--- src/rtl/ics_pkg.sv ---
// ----------------------------------------------------------------------------
// Internet checksum stream package
// Shared types and constants for the streaming ones' complement checksum.
// ----------------------------------------------------------------------------
`default_nettype none

package ics_pkg;

   localparam int MAX_PACKET_BYTES = 2048;
   localparam int COUNT_WIDTH      = $clog2(MAX_PACKET_BYTES + 1);
   localparam int WORD_BITS        = 16;
   localparam int BYTE_BITS        = 8;
   localparam int SUM_BITS         = WORD_BITS + 1;
   localparam int TOTAL_BITS       = WORD_BITS + 3;
   localparam int PSEUDO_BIAS      = 8;
   localparam int SHORT_BIAS       = PSEUDO_BIAS + 1;
   localparam int PROTO_UDP        = 17;
   localparam int PROTO_TCP        = 6;

   typedef enum logic [1:0] {
      MODE_PLAIN = 2'd0,
      MODE_UDP   = 2'd1,
      MODE_TCP   = 2'd2
   } mode_type;

   typedef struct packed {
      logic [7:0] data_byte;
      logic       last_byte;
      logic [1:0] action;
   } req_payload_type;

   typedef struct packed {
      logic [15:0] checksum_value;
      logic        short_packet;
   } rsp_payload_type;

endpackage

`default_nettype wire

--- src/rtl/internet_checksum_stream.sv ---
// A last byte's sums are registered in the finishing stage, then in the result register that drives rsp.
// Throughput: one byte per cycle while the input is not stalled; bytes that are not last give no result.
// The input stalls only when both the finishing stage and the result register
// are full and the result is stalled. Reset clears the running packet state
// and both result stages; no clearing pass is needed.
// ----------------------------------------------------------------------------
// Internet checksum stream
// Pairs packet bytes into big-endian words, keeps a ones' complement sum with
// a deferred carry, adds the UDP or TCP pseudo-header terms and folds on the last byte.
// ----------------------------------------------------------------------------
`default_nettype none

module internet_checksum_stream (
   input  wire                      clock,
   input  wire                      reset,
   input  wire                      req_valid,
   output logic                     req_stall,
   input  ics_pkg::req_payload_type req_payload,
   output logic                     rsp_valid,
   input  wire                      rsp_stall,
   output ics_pkg::rsp_payload_type rsp_payload
);

   import ics_pkg::*;

   logic [SUM_BITS-1:0]    sum_ff, sum_in;
   logic [BYTE_BITS-1:0]   hold_ff, hold_in;
   logic                   odd_ff, odd_in;
   logic [COUNT_WIDTH-1:0] count_ff, count_in;
   mode_type               mode_ff, mode_in;

   logic                   fin_valid_ff, fin_valid_in;
   logic [SUM_BITS-1:0]    fin_sum_ff, fin_sum_in;
   logic [WORD_BITS-1:0]   fin_word_ff, fin_word_in;
   logic [COUNT_WIDTH-1:0] fin_count_ff, fin_count_in;
   mode_type               fin_mode_ff, fin_mode_in;

   logic                   tot_valid_ff, tot_valid_in;
   logic [TOTAL_BITS-1:0]  tot_sum_ff, tot_sum_in;
   logic                   tot_short_ff, tot_short_in;

   logic                   accept;
   logic                   tot_load;
   logic                   fin_load;
   mode_type               act_mode;
   mode_type               cur_mode;
   logic [WORD_BITS-1:0]   cur_word;
   logic [COUNT_WIDTH-1:0] count_next;
   logic                   pseudo;
   logic                   short_pkt;
   logic [WORD_BITS-1:0]   proto_term;
   logic [WORD_BITS-1:0]   len_term;
   logic [WORD_BITS-1:0]   count_word;
   logic [WORD_BITS:0]     fold1;
   logic [WORD_BITS-1:0]   fold2;

   assign tot_load  = !tot_valid_ff || !rsp_stall;
   assign fin_load  = !fin_valid_ff || tot_load;
   assign req_stall = !fin_load;
   assign accept    = req_valid && !req_stall;

   always_comb begin
      unique case (req_payload.action)
         MODE_UDP: act_mode = MODE_UDP;
         MODE_TCP: act_mode = MODE_TCP;
         default:  act_mode = MODE_PLAIN;
      endcase
   end

   always_comb begin
      cur_mode   = (count_ff == '0 && !odd_ff) ? act_mode : mode_ff;
      cur_word   = odd_ff ? {hold_ff, req_payload.data_byte}
                          : {req_payload.data_byte, {BYTE_BITS{1'b0}}};
      count_next = (count_ff < COUNT_WIDTH'(MAX_PACKET_BYTES)) ? count_ff + 1'b1 : count_ff;

      sum_in       = sum_ff;
      hold_in      = hold_ff;
      odd_in       = odd_ff;
      count_in     = count_ff;
      mode_in      = mode_ff;
      fin_valid_in = fin_valid_ff && !tot_load;
      fin_sum_in   = fin_sum_ff;
      fin_word_in  = fin_word_ff;
      fin_count_in = fin_count_ff;
      fin_mode_in  = fin_mode_ff;

      if (accept) begin
         if (req_payload.last_byte) begin
            fin_valid_in = 1'b1;
            fin_sum_in   = sum_ff;
            fin_word_in  = cur_word;
            fin_count_in = count_next;
            fin_mode_in  = cur_mode;
            sum_in       = '0;
            hold_in      = '0;
            odd_in       = 1'b0;
            count_in     = '0;
            mode_in      = MODE_PLAIN;
         end else begin
            if (odd_ff) begin
               sum_in = {1'b0, sum_ff[WORD_BITS-1:0]}
                      + {{WORD_BITS{1'b0}}, sum_ff[WORD_BITS]}
                      + {1'b0, cur_word};
               odd_in = 1'b0;
            end else begin
               hold_in = req_payload.data_byte;
               odd_in  = 1'b1;
            end
            count_in = count_next;
            mode_in  = cur_mode;
         end
      end
   end

   always_comb begin
      pseudo     = (fin_mode_ff == MODE_UDP) || (fin_mode_ff == MODE_TCP);
      short_pkt  = pseudo && (fin_count_ff < COUNT_WIDTH'(PSEUDO_BIAS));
      count_word = {{(WORD_BITS-COUNT_WIDTH){1'b0}}, fin_count_ff};
      proto_term = '0;
      len_term   = '0;
      if (pseudo) begin
         proto_term = (fin_mode_ff == MODE_UDP) ? WORD_BITS'(PROTO_UDP)
                                                : WORD_BITS'(PROTO_TCP);
         len_term   = count_word - (short_pkt ? WORD_BITS'(SHORT_BIAS)
                                              : WORD_BITS'(PSEUDO_BIAS));
      end

      tot_valid_in = tot_valid_ff && rsp_stall;
      tot_sum_in   = tot_sum_ff;
      tot_short_in = tot_short_ff;
      if (fin_valid_ff && tot_load) begin
         tot_valid_in = 1'b1;
         tot_sum_in   = {2'b00, fin_sum_ff}
                      + {3'b000, fin_word_ff}
                      + {3'b000, proto_term}
                      + {3'b000, len_term};
         tot_short_in = short_pkt;
      end
   end

   always_ff @(posedge clock) begin
      if (reset) begin
         sum_ff       <= '0;
         hold_ff      <= '0;
         odd_ff       <= 1'b0;
         count_ff     <= '0;
         mode_ff      <= MODE_PLAIN;
         fin_valid_ff <= 1'b0;
         tot_valid_ff <= 1'b0;
      end else begin
         sum_ff       <= sum_in;
         hold_ff      <= hold_in;
         odd_ff       <= odd_in;
         count_ff     <= count_in;
         mode_ff      <= mode_in;
         fin_valid_ff <= fin_valid_in;
         tot_valid_ff <= tot_valid_in;
      end
   end

   always_ff @(posedge clock) begin
      fin_sum_ff   <= fin_sum_in;
      fin_word_ff  <= fin_word_in;
      fin_count_ff <= fin_count_in;
      fin_mode_ff  <= fin_mode_in;
      tot_sum_ff   <= tot_sum_in;
      tot_short_ff <= tot_short_in;
   end

   assign fold1 = {1'b0, tot_sum_ff[WORD_BITS-1:0]}
                + {{(WORD_BITS-2){1'b0}}, tot_sum_ff[TOTAL_BITS-1:WORD_BITS]};
   assign fold2 = fold1[WORD_BITS-1:0] + {{(WORD_BITS-1){1'b0}}, fold1[WORD_BITS]};

   assign rsp_valid                  = tot_valid_ff;
   assign rsp_payload.checksum_value = ~fold2;
   assign rsp_payload.short_packet   = tot_short_ff;

endmodule

`default_nettype wire

--- config.mk ---
export PLATFORM = sky130hd
export DESIGN_NAME = internet_checksum_stream
export DESIGN_NICKNAME = d
export VERILOG_FILES = /design/src/rtl/ics_pkg.sv /design/src/rtl/internet_checksum_stream.sv
export SDC_FILE = /design/constraint.sdc
export NUM_CORES = 1
export LEC_CHECK = 0
export BUFFER_PORTS_ARGS = -buffer_cell sky130_fd_sc_hd__buf_2
export CAP_MARGIN = 15
export CORE_ASPECT_RATIO = 1.1
export CORE_MARGIN = 3
export CORE_UTILIZATION = 65
export DETAILED_ROUTE_END_ITERATION = 10
export PLACE_DENSITY = 0.89
export SYNTH_ARGS = -nofsm -noshare
export SYNTH_HDL_FRONTEND = slang
export SYNTH_SLANG_ARGS = --single-unit
--- constraint.sdc ---
create_clock -name clock -period 10.9 [get_ports clock]
set_input_delay 1.635 -clock clock [delete_from_list [all_inputs] [get_ports clock]]
set_output_delay 1.635 -clock clock [all_outputs]
set_load 0.005 [all_outputs]
Yosys cells after proc, flatten, opt, wreduce, memory -nomap -nowiden

Cells that the tools add are included.

Output and inout bits: 19
Word-level logic and storage cells: 69
Input bits: 15
Register bits after elaboration: 109

Bitwise gates (word level): 1
$add $sub $neg: 9
$lt $le $gt $ge: 2
Eq/ne operators: 5
Mux-type cells: 19
Reductions and logical operators: 20

Operators with widths:

| kind                                                                          | count |
|---|---|
| 17-bit 2-to-1 mux                                                             | 2 |
| 16-bit 2-to-1 mux                                                             | 2 |
| 12-bit 2-to-1 mux                                                             | 2 |
| 18-bit by 16-bit adder with 19-bit output                                     | 1 |
| 19-bit by 16-bit adder with 19-bit output                                     | 1 |
| 17-bit by 16-bit adder with 18-bit output                                     | 1 |
| 16-bit by 1-bit adder with 17-bit output                                      | 1 |
| 16-bit by 3-bit adder with 17-bit output                                      | 1 |
| 17-bit by 16-bit adder with 17-bit output                                     | 1 |
| 16-bit by 1-bit adder with 16-bit output                                      | 1 |
| 8-bit 2-to-1 mux                                                              | 2 |
| 16-bit NOT                                                                    | 1 |
| 12-bit by 4-bit subtractor with 13-bit output                                 | 1 |
| 12-bit by 1-bit adder with 12-bit output, second input constant               | 1 |
| 12-bit zero test                                                              | 1 |
| 12-bit less-than comparator, second input constant                            | 1 |
| 12-bit by 4-bit less-than comparator with 1-bit output, second input constant | 1 |
| 5-bit 2-to-1 mux                                                              | 2 |
| 1-bit logical AND                                                             | 6 |
| 1-bit zero test                                                               | 6 |
| 1-bit 2-to-1 mux                                                              | 6 |
| 2-bit AND reduction                                                           | 3 |
| 2-bit by 1-bit equality test with 1-bit output, second input constant         | 2 |
| 2-bit equality test, second input constant                                    | 2 |
| other kinds (5)                                                               | 8 |

Depth between registers and ports, before layout

Depth in word-level cells: 7
Depth in mapped cells: 24

Least setup slack after synthesis

OpenSTA, ideal clock, no wires.

Path kind: reg2reg
Start: reg fin_count_ff[5]
End: reg tot_sum_ff[17] (data pin)
Library setup time: 0.158 ns
Stages on the path, launching flop included: 23
Slack: 5.833 ns
Arrival: 4.910 ns
Period minus slack after synthesis: 5.067 ns
Cells stage by stage: edfxtp_1 > or4_1 > nor4_1 > nand2_1 > nor2_1 > ha_1 > ha_1 > nand2b_1 > and2_1 > clkbuf_1 > or3_1 > a21o_1 > fa_1 > inv_1 > ha_1 > ha_1 > clkbuf_1 > nand4_1 > a21oi_1 > o211ai_1 > a31o_2 > a211o_1 > o211ai_1

Longest elaborated chain between the ends: 6

RTL lines:

| what                                                   | line                            | RTL |
|---|---|---|
| from (decl)                                            | internet_checksum_stream.sv:35  | `logic [COUNT_WIDTH-1:0] fin_count_ff, fin_count_in;` |
| from (signal assigned)                                 | internet_checksum_stream.sv:164 | `fin_count_ff <= fin_count_in;` |
| 12-bit by 4-bit less-than comparator with 1-bit output | internet_checksum_stream.sv:117 | `short_pkt = pseudo && (fin_count_ff < COUNT_WIDTH'(PSEUDO_BIAS));` |
| 1-bit logical AND                                      | internet_checksum_stream.sv:117 |  |
| named net short_pkt                                    | internet_checksum_stream.sv:50  | `logic short_pkt;` |
| 1-bit 2-to-1 mux                                       | internet_checksum_stream.sv:124 | `len_term = count_word - (short_pkt ? WORD_BITS'(SHORT_BIAS)` |
| 12-bit by 4-bit subtractor with 13-bit output          | internet_checksum_stream.sv:124 |  |
| 16-bit 2-to-1 mux                                      | internet_checksum_stream.sv:121 | `if (pseudo) begin` |
| 19-bit by 16-bit adder with 19-bit output              | internet_checksum_stream.sv:136 | `+ {3'b000, len_term};` |
| to (signal assigned)                                   | internet_checksum_stream.sv:166 | `tot_sum_ff <= tot_sum_in;` |
| to (decl)                                              | internet_checksum_stream.sv:39  | `logic [TOTAL_BITS-1:0] tot_sum_ff, tot_sum_in;` |

The timed path passes the listed nets, and every way through them passes these cells.
A chain may end at the register's enable or synchronous reset.

Worst setup path after layout

Start: reg fin_count_ff[4]
End: reg tot_sum_ff[12] (data pin)

Same word-level chain as after synthesis.

==> results.tsv <==
metric	value	unit
outcome	complete, no violations	
grt_pass1_vias	5230	
routabilityCongestion	0.951	
yosysSeqAreaShare	40.8	%
syn_nets	786	
hold_viol	0	
ios	34	
n_antenna_cell	0	
final_nets	814	
fin_skew	0.00922	ns
worst_pin_slew	1.29	ns
ant_nets	0	
fin_crit_sh	50.8	%
r2r_cells	22	
synth_area	6990	um2
initial_core_util	67.0	%
power_leakage	0.00318	uW
p_comb_share	20.2	%
start_kind	register	
synth_top_area_share	28.8	%
clock-root-buffer	clkbuf_16	
grt_max_degree	48	
slew_headroom	13.7	%
drive_above_1_share	10.8	%
synth.distinct_cells	61	
coreArea	10400	um2
cts_made_buffers	9	
synth_area_leaders	edfxtp_1 29%, dfxtp_1 12%, ha_1 10%	
cp_data_required_time	11.00	ns
clk_pin_slew	0.08	ns
yosysTopAreaCell	edfxtp_1	
rows	39	
synthCells	692	
power.density	131	nW/um2
routedWlPerCell	17.1	um
synthArstFlopShare	0	%
antenna_found_initial	0	
holdBufCountCts	0	
yosys_most_used_dff	edfxtp_1	
setup_violations	0	
whs	0.487	ns
vias	5216	
port_buffers	33	
irDropWorstVdd	0.000109	V
drtIter0Drc	278	
grt_pass1_wl	24.6	mm
fin_setup_tns	0	ns
fp.dieW	105	um
cts_sinks	109	
cts_setup_buffers	0	
hpwl	11.1	mm
final_cells	868	
critPathMaxFanout	6	
synth_most_common_cell	inv_1	
worstPathArrival	5.64	ns
avgSynthCellArea	10.1	um2
synth_commonest_cells	74 x inv_1, 67 x edfxtp_1, 56 x ha_1, 48 x nor2_1, 42 x dfxtp_1	
hold_depth	0	
synth-edff-count	67	
swShare	28.7	%
first_pass_iters	5	
cp-end-kind	register	
seqPwrFrac	48.0	%
rsz0062_at_grt	no	
drv_cap	0	
yosys_warnings	0	
clockBufferDepth	2	
drc	0	
die_y	115	um
period_minus_slack	5.54	ns
hold_class	reg -> reg	
clock.fmax	181	MHz
die_area	12000	um2
p_clk_share	31.8	%
globalRouteOverflowTotal	0	
fillers	724	
switchingPower	284	uW
clock_latency	0.35	ns
syn_to_final_growth	8.18	%
power	988	uW
htreeDepth	3	
vias_per_cell	6.01	
drv_slew	0	
ctsResizeCount	0	
routed_wl	14.9	mm
p_int	704	uW
grt_usage	25.5	%
critPathKind	reg -> reg	
dp_cells	852	
synth_seq_cells	109	
cts_tree	built	
registers in the layout (all words and copies together), names as in the netlist, 2 cells and up:
register,cells
fin_word_ff,16
hold_ff,8
mode_ff,2
fin_count_ff,12
count_ff,12
tot_sum_ff,19
fin_sum_ff,17
fin_mode_ff,2
sum_ff,17
worst paths after layout:
path / startpoint / to / slack (ns)
max: fin_count_ff[4] / tot_sum_ff[12] / 5.36
max reg2reg: fin_count_ff[4] / tot_sum_ff[12] / 5.36
min: sum_ff[9] / fin_sum_ff[9] / 0.49
min reg2reg: sum_ff[9] / fin_sum_ff[9] / 0.49
critical path, stage by stage (launching register included):
cell      delay, ns
edfxtp_1       0.50
or4_1          0.59
nor4_1         0.29
nand2_1        0.12
nor2_1         0.17
ha_1           0.22
ha_1           0.18
nand2b_1       0.07
and2_1         0.23
nor3_1         0.23
xor2_1         0.18
nand2b_1       0.09
fa_1           0.49
inv_1          0.04
ha_1           0.29
ha_1           0.37
o21a_1         0.14
o21ai_0        0.21
nand2b_1       0.11
and2_1         0.18
a311o_1        0.32
a21oi_1        0.19
xnor2_1        0.08
layout by cell type, fill, tap and decap left out, types with 3 or more instances in the layout:
master     count
nand3b_1       4
clkbuf_16      9
fa_1          23
edfxtp_1      67
nor4_1         9
xnor2_1       41
nor3_1         6
o21a_1         8
ha_1          56
a22oi_1       17
nand4_1        5
nand2b_1      14
nand2_1       41
nor2b_1        6
a21o_1        12
o211ai_1       5
a21oi_2        3
mux2_2        10
dfxtp_1       42
or3_1          7
a32o_1         5
o21ai_0       34
inv_1         74
and3_1         7
nand3_1       21
xor2_1        21
and2_1        13
o21ai_1        3
a21oi_1       34
nor2_1        48
buf_2         33
power by group through the flow:
stage	registers [uW]	logic (uW)	clock network (uW)
3_5_place_dp	484	194	0
5_1_grt	476	222	335
4_1_cts	474	197	318
3_3_place_gp	482	181	0
6_report	474	200	314
2_1_floorplan	479	149	0
stage by stage:
step                utilization [%]  instance area (um2)  setup WS, ns
global route                   72.4                 7560          5.08
finish                         72.4                 7560          5.36
global placement               69.7                 7280          5.80
CTS                            72.4                 7560          5.41
floorplan                         -                 6990          5.83
detailed placement             69.7                 7280          5.55
metal layers:
metal	vias to the layer above	global-route usage, %	share of wire, %
met5	-	0	0
met4	0	10.9	3.1
met3	35	3.76	6.4
met2	213	47.5	52
met1	2471	29.5	38
li1	2497	-	-
cell type report:
class	count	area (um2)	area share (%)
Clock buffer	9	225	2.98
Clock inverter	7	55.1	0.728
Inverter	75	284	3.76
Multi-Input combinational cell	490	3790	50.1
Sequential cell	109	2850	37.7
Tap cell	143	179	2.37
Timing Repair Buffer	35	180	2.38
logic make-up (layout without fill, tap and decap cells):
family	Yosys count	after routing	synth area share (%)
muxes	11	11	1.75
AOI/OAI and AO/OA	143	143	13.6
xor gates and xnor gates	62	62	7.77
buffers and inverters	93	126	5.08
adders and majority gates	79	79	16.6
DFF	109	109	40.8
and+or+nand+nor	195	195	14.4
Note: power is estimated with default switching activity, not from simulation.
